===== config.mk =====
export PLATFORM = sky130hd
export DESIGN_NAME = pgga_convert
export DESIGN_NICKNAME = d
export VERILOG_FILES = /design/src/sv/pgga_pkg.sv /design/src/sv/pgga_convert.sv
export SDC_FILE = /design/constraint.sdc
export NUM_CORES = 1
export LEC_CHECK = 0
export BUFFER_PORTS_ARGS = -buffer_cell sky130_fd_sc_hd__clkbuf_2
export CAP_MARGIN = 20
export CORE_MARGIN = 3
export CORE_UTILIZATION = 40
export DETAILED_ROUTE_END_ITERATION = 10
export PLACE_DENSITY = 0.62
export SLEW_MARGIN = 25
export SYNTH_ARGS = -nofsm -noshare
export SYNTH_HDL_FRONTEND = slang
export SYNTH_SLANG_ARGS = --single-unit

===== constraint.sdc =====
create_clock -name i_clk -period 13.5 [get_ports i_clk]
set_clock_uncertainty 0.05 [all_clocks]
set_input_delay 1.35 -clock i_clk [delete_from_list [all_inputs] [get_ports i_clk]]
set_output_delay 1.35 -clock i_clk [all_outputs]
set_load 0.02 [all_outputs]

===== src/sv/pgga_pkg.sv =====
`default_nettype none
// ----------------------------------------------------------------------------
// pgga_pkg: shared types and constants of the pixel to gray/alpha converter
// Pixel type codes, configuration register indexes, luma weights and the
// structures that travel between the converter's modules.
// ----------------------------------------------------------------------------
package pgga_pkg;

    localparam logic [7:0] LUMA_R       = 8'd77;
    localparam logic [7:0] LUMA_G       = 8'd150;
    localparam logic [7:0] LUMA_B       = 8'd29;
    localparam logic [7:0] FULL         = 8'd255;
    localparam logic [7:0] UNKNOWN_GRAY = 8'd128;

    localparam logic OP_CONVERT = 1'b0;
    localparam logic OP_PALETTE = 1'b1;

    localparam logic [1:0] CFG_PIXEL_TYPE        = 2'd0;
    localparam logic [1:0] CFG_PALETTE_PRESENT   = 2'd1;
    localparam logic [1:0] CFG_PALETTE_HAS_ALPHA = 2'd2;

    typedef enum logic [2:0] {
        PIX_GRAY        = 3'd0,
        PIX_TRUECOLOR   = 3'd1,
        PIX_INDEXED     = 3'd2,
        PIX_GRAY_ALPHA  = 3'd3,
        PIX_TRUE_ALPHA  = 3'd4
    } t_pix_type;

    typedef struct packed {
        t_pix_type pixel_type;
        logic      palette_present;
        logic      palette_has_alpha;
    } t_cfg;

    typedef struct packed {
        logic       we;
        logic [7:0] idx;
        logic [23:0] color;
        logic [7:0] alpha;
    } t_pal_wr;

    typedef struct packed {
        logic [7:0] comp0;
        logic [7:0] comp1;
        logic [7:0] comp2;
        logic [7:0] comp3;
        logic       end_of_row;
    } t_pix;

    function automatic logic [7:0] luma(input logic [7:0] r, input logic [7:0] g,
                                        input logic [7:0] b);
        logic [15:0] sum;
        sum = {8'd0, r} * {8'd0, LUMA_R} + {8'd0, g} * {8'd0, LUMA_G}
            + {8'd0, b} * {8'd0, LUMA_B};
        return sum[15:8];
    endfunction

endpackage
`default_nettype wire


===== src/sv/pgga_convert.sv =====
`default_nettype none
// ----------------------------------------------------------------------------
// pgga_convert: gray and alpha pipeline
// Selects the gray source and alpha per pixel type, blends over white and
// divides by 255 in three registered stages that end in the output register.
// ----------------------------------------------------------------------------
module pgga_convert
    import pgga_pkg::*;
(
    input  wire logic        i_clk,
    input  wire logic        i_rst_n,
    input  wire t_cfg        i_cfg,
    input  wire logic        i_valid,
    output logic             o_ready,
    input  wire t_pix        i_pix,
    input  wire logic [23:0] i_pal_color,
    input  wire logic [7:0]  i_pal_alpha,
    output logic             m_axis_tvalid,
    input  wire logic        m_axis_tready,
    output logic [15:0]      m_axis_tdata,
    output logic             m_axis_tlast
);

    logic        r_s2_valid, r_s3_valid, r_s4_valid;
    logic        w_rdy2, w_rdy3, w_rdy4;
    logic [7:0]  r_s2_gray, r_s2_alpha;
    logic        r_s2_blend, r_s2_eor;
    logic [15:0] r_s3_x;
    logic [7:0]  r_s3_alpha;
    logic        r_s3_eor;
    logic [7:0]  r_s4_gray, r_s4_alpha;
    logic        r_s4_eor;
    logic [7:0]  n_gray, n_alpha, w_luma_pix, w_luma_pal, w_na;
    logic        n_blend;
    logic [15:0] n_x, w_q_sum;

    assign w_rdy4  = !r_s4_valid || m_axis_tready;
    assign w_rdy3  = !r_s3_valid || w_rdy4;
    assign w_rdy2  = !r_s2_valid || w_rdy3;
    assign o_ready = w_rdy2;

    assign w_luma_pix = luma(i_pix.comp0, i_pix.comp1, i_pix.comp2);
    assign w_luma_pal = luma(i_pal_color[23:16], i_pal_color[15:8], i_pal_color[7:0]);

    always_comb begin
        n_gray  = UNKNOWN_GRAY;
        n_alpha = FULL;
        n_blend = 1'b0;
        unique case (i_cfg.pixel_type)
            PIX_GRAY: begin
                n_gray = i_pix.comp0;
            end
            PIX_TRUECOLOR: begin
                n_gray = w_luma_pix;
            end
            PIX_INDEXED: begin
                if (i_cfg.palette_present) begin
                    n_gray = w_luma_pal;
                    if (i_cfg.palette_has_alpha) begin
                        n_alpha = i_pal_alpha;
                    end
                end else begin
                    n_gray = i_pix.comp0;
                end
            end
            PIX_GRAY_ALPHA: begin
                n_gray  = i_pix.comp0;
                n_alpha = i_pix.comp1;
                n_blend = 1'b1;
            end
            PIX_TRUE_ALPHA: begin
                n_gray  = w_luma_pix;
                n_alpha = i_pix.comp3;
                n_blend = 1'b1;
            end
            default: begin
                n_gray = UNKNOWN_GRAY;
            end
        endcase
    end

    // Without blending the value is gray times 255, which the divide returns as is.
    assign w_na = FULL - r_s2_alpha;
    assign n_x  = r_s2_blend
        ? ({8'd0, r_s2_gray} * {8'd0, r_s2_alpha} + (({8'd0, w_na} << 8) - {8'd0, w_na}))
        : (({8'd0, r_s2_gray} << 8) - {8'd0, r_s2_gray});

    // Exact floor division by 255 for any dividend up to 255 times 255.
    assign w_q_sum = r_s3_x + (r_s3_x >> 8) + 16'd1;

    always_ff @(posedge i_clk) begin
        if (!i_rst_n) begin
            r_s2_valid <= 1'b0;
            r_s3_valid <= 1'b0;
            r_s4_valid <= 1'b0;
        end else begin
            if (w_rdy2) r_s2_valid <= i_valid;
            if (w_rdy3) r_s3_valid <= r_s2_valid;
            if (w_rdy4) r_s4_valid <= r_s3_valid;
        end
    end

    always_ff @(posedge i_clk) begin
        if (w_rdy2) begin
            r_s2_gray  <= n_gray;
            r_s2_alpha <= n_alpha;
            r_s2_blend <= n_blend;
            r_s2_eor   <= i_pix.end_of_row;
        end
        if (w_rdy3) begin
            r_s3_x     <= n_x;
            r_s3_alpha <= r_s2_alpha;
            r_s3_eor   <= r_s2_eor;
        end
        if (w_rdy4) begin
            r_s4_gray  <= w_q_sum[15:8];
            r_s4_alpha <= r_s3_alpha;
            r_s4_eor   <= r_s3_eor;
        end
    end

    assign m_axis_tvalid = r_s4_valid;
    assign m_axis_tdata  = {r_s4_alpha, r_s4_gray};
    assign m_axis_tlast  = r_s4_eor;

endmodule
`default_nettype wire


==> impl_metrics.tcl <==
set metrics [dict create \
    cts.sinks 63 \
    portBuffers 92 \
    tns_ns 0 \
    clock_latency_ns 0.33 \
    cts_buffer_depth 2 \
    fill_cells 2757 \
    multiInputGateArea_um2 8625 \
    syn_area_um2 11540 \
    syn_nets 1630 \
    area_growth_pct 10.55 \
    fmax_mhz 134.4 \
    path_clk_slew_ns 0.06 \
    grt_max_degree 31 \
    arrival_ns 7.46 \
    cts_tree "yes" \
    antenna_found_initial 0 \
    setup_viol 0 \
    final_cell_mix "263 x inv_1, 223 x ha_1, 158 x fa_1" \
    via_per_inst 4.899 \
    grt_usage_pct 15.52 \
    wl_per_cell_um 13.97 \
    antenna_left 0 \
    cts_root_buf "clkbuf_16" \
    die_w_um 175.9 \
    grt_pass1_vias 8380 \
    drt_first_pass_iters 5 \
    setup.worst_path.class "primary input to flip-flop" \
    grt_pass1_wl_mm 39.63 \
    core_um2 28090 \
    r2r-end "r_s3_x[15]" \
    routed_wl_mm 22.94 \
    syn_inst 1175 \
    drt_iter0_markers 348 \
    hp-start "r_s3_alpha[0]" \
    startpoint_type "primary input" \
    worst_r2r_path_depth 16 \
    holdBufCountCts 0 \
    design.die.area_um2 30930 \
    gr-total-overflow 0 \
    fin_crit_sh_pct 55.10 \
    critPathRequiredTime_ns 13.53 \
    dp_hpwl_mm 19.93 \
    drive_above_1_share_pct 9.573 \
    outcome "completed" \
    final-seq-area_um2 1862 \
    ios 93 \
    synth_ff_type "edfxtp_1" \
    synth.yosys.seq_area_share_pct 16.13 \
    hold_violations 0 \
    place_congestion 0.8767 \
    htreeDepth 3 \
    diodes 0 \
    crit_start "i_pix[20]" \
    r2r_start "r_s2_alpha[4]" \
    yosys_register_bits 63 \
    start_util_pct 41.09 \
    post-route-min-period_ns 7.438 \
    num_vias 8044 \
    chipHeight_um 175.9 \
    endpoint_kind "flip-flop" \
    drv_cap 0 \
    synth-edff-count 60 \
    worstMarginPinSlew_ns 0.9824 \
    async_reset_ff_share_pct 0 \
    avgSynthCellArea_um2 9.823 \
    cts_buffers 9 \
    num_rows 61 \
    hp-class "flip-flop to flip-flop" \
    postCtsSetupRepairBufs 0 \
    r2r_setup_slack_ns 7.96 \
    crit_fanout 5 \
    drv_slew 0 \
    cts_resized 0 \
    drc 0 \
    slew-limit-headroom_pct 34.32 \
    layout_commonest_cell "inv_1" \
    min_to "r_s4_alpha[0]" \
    nets 1714 \
    ys_warn_count 0 \
    rsz0062_at_grt "false" \
    worstHoldPathCells 0 \
    yosysUniqueCellTypes 57 \
]
## state kept, by name, indices dropped and copies added, names as in the netlist
name and cells:
m_axis_tlast 1, m_axis_tvalid 1, r_s2_alpha 8, r_s2_blend 1, r_s2_eor 1, r_s2_gray 8
r_s2_valid 1, r_s3_alpha 8, r_s3_eor 1, r_s3_valid 1, r_s3_x 16, r_s4_alpha 8
r_s4_gray 8
## synth_stat cells, types with 4 or more instances
library cell	number	area, um^2
inv_1	263	987.2
ha_1	223	2790
fa_1	158	3163
nand2_1	91	341.6
edfxtp_1	60	1802
a21oi_1	44	220.2
nor2_1	42	157.7
xnor2_1	38	332.8
xor2_1	28	245.2
o21ai_0	23	115.1
nand3_1	20	100.1
nor3_1	20	100.1
clkbuf_1	18	67.56
and2_1	17	106.4
nor2b_1	12	75.07
a21o_1	10	75.07
o22ai_1	10	62.56
a211oi_1	7	52.55
o21a_1	7	52.55
and3_1	6	37.54
o21bai_1	6	45.04
a31oi_1	5	31.28
or2_2	5	31.28
or3_1	5	31.28
a41oi_1	4	35.03
## metrics by stage
step	std cells	util (%)	area [um^2]	hold WS [ns]	worst slack, ns
6_report	1642	45.43	12760	0.3711	6.062
3_5_place_dp	1626	44.16	12400	0.3589	5.698
2_1_floorplan	1175	-	11540	0.3503	6.138
3_3_place_gp	1626	44.16	12400	0.3530	5.814
4_1_cts	1642	45.42	12760	0.3722	6.047
5_1_grt	1642	45.43	12760	0.3847	5.652
## worst max path at each step
| stage | to | cells after the start |
|---|---|---|
| after floorplan | r_s2_gray[7] | 23 |
| after global placement | r_s2_gray[7] | 26 |
| after detailed placement | r_s2_gray[3] | 25 |
| after CTS | r_s2_gray[7] | 26 |
| after global routing | r_s2_gray[7] | 26 |
| final | r_s2_gray[7] | 24 |
## worst max-delay path, cell delays in order
cell      delay, ns
clkbuf_2       0.14
ha_1           0.31
ha_1           0.28
ha_1           0.28
inv_1          0.04
fa_1           0.47
inv_1          0.04
ha_1           0.30
o21ai_0        0.13
nor2b_1        0.21
xnor2_1        0.16
fa_1           0.48
fa_1           0.52
inv_1          0.05
fa_1           0.45
fa_1           0.51
inv_1          0.04
ha_1           0.31
and3_1         0.19
a31oi_1        0.26
a21oi_1        0.17
a211o_1        0.29
xnor2_1        0.16
a221o_1        0.34
## layer usage
metal	routed length (um)	global-route usage (%)	vias to the layer above	part of all wire [%]
met5	0	0	-	0
met4	162	1.584	0	0.71
met3	923	2.399	18	4.0
met2	11370	27.52	139	50
met1	10480	20.76	3874	46
li1	-	-	4013	-
## logic make-up (layout without fill, tap and decap cells)
family | after synthesis | in the layout | synth area share (%)
AOI/OAI and AO/OA | 149 | 149 | 8.607
xor gates and xnor gates | 66 | 66 | 5.008
adders and majority gates | 381 | 381 | 51.58
buffers and inverters | 282 | 371 | 9.171
DFF | 63 | 63 | 16.13
muxes | 1 | 1 | 0.09755
other | 1 | 1 | 0.03249
and+or+nand+nor | 232 | 232 | 9.377
## layout make-up
| type | instances | share of cell area (%) |
|---|---|---|
| tap | 378 | 3.707 |
| clock inverter | 7 | 1.000 |
| timing repair buffer | 92 | 3.609 |
| multi-input combinational | 830 | 67.59 |
| sequential | 63 | 14.59 |
| clock buffer | 9 | 1.765 |
| inverter | 263 | 7.737 |
Power is left out: the tool's default activity adds up to more than one toggle a clock period on the data nets, which glitch-free logic cannot reach.
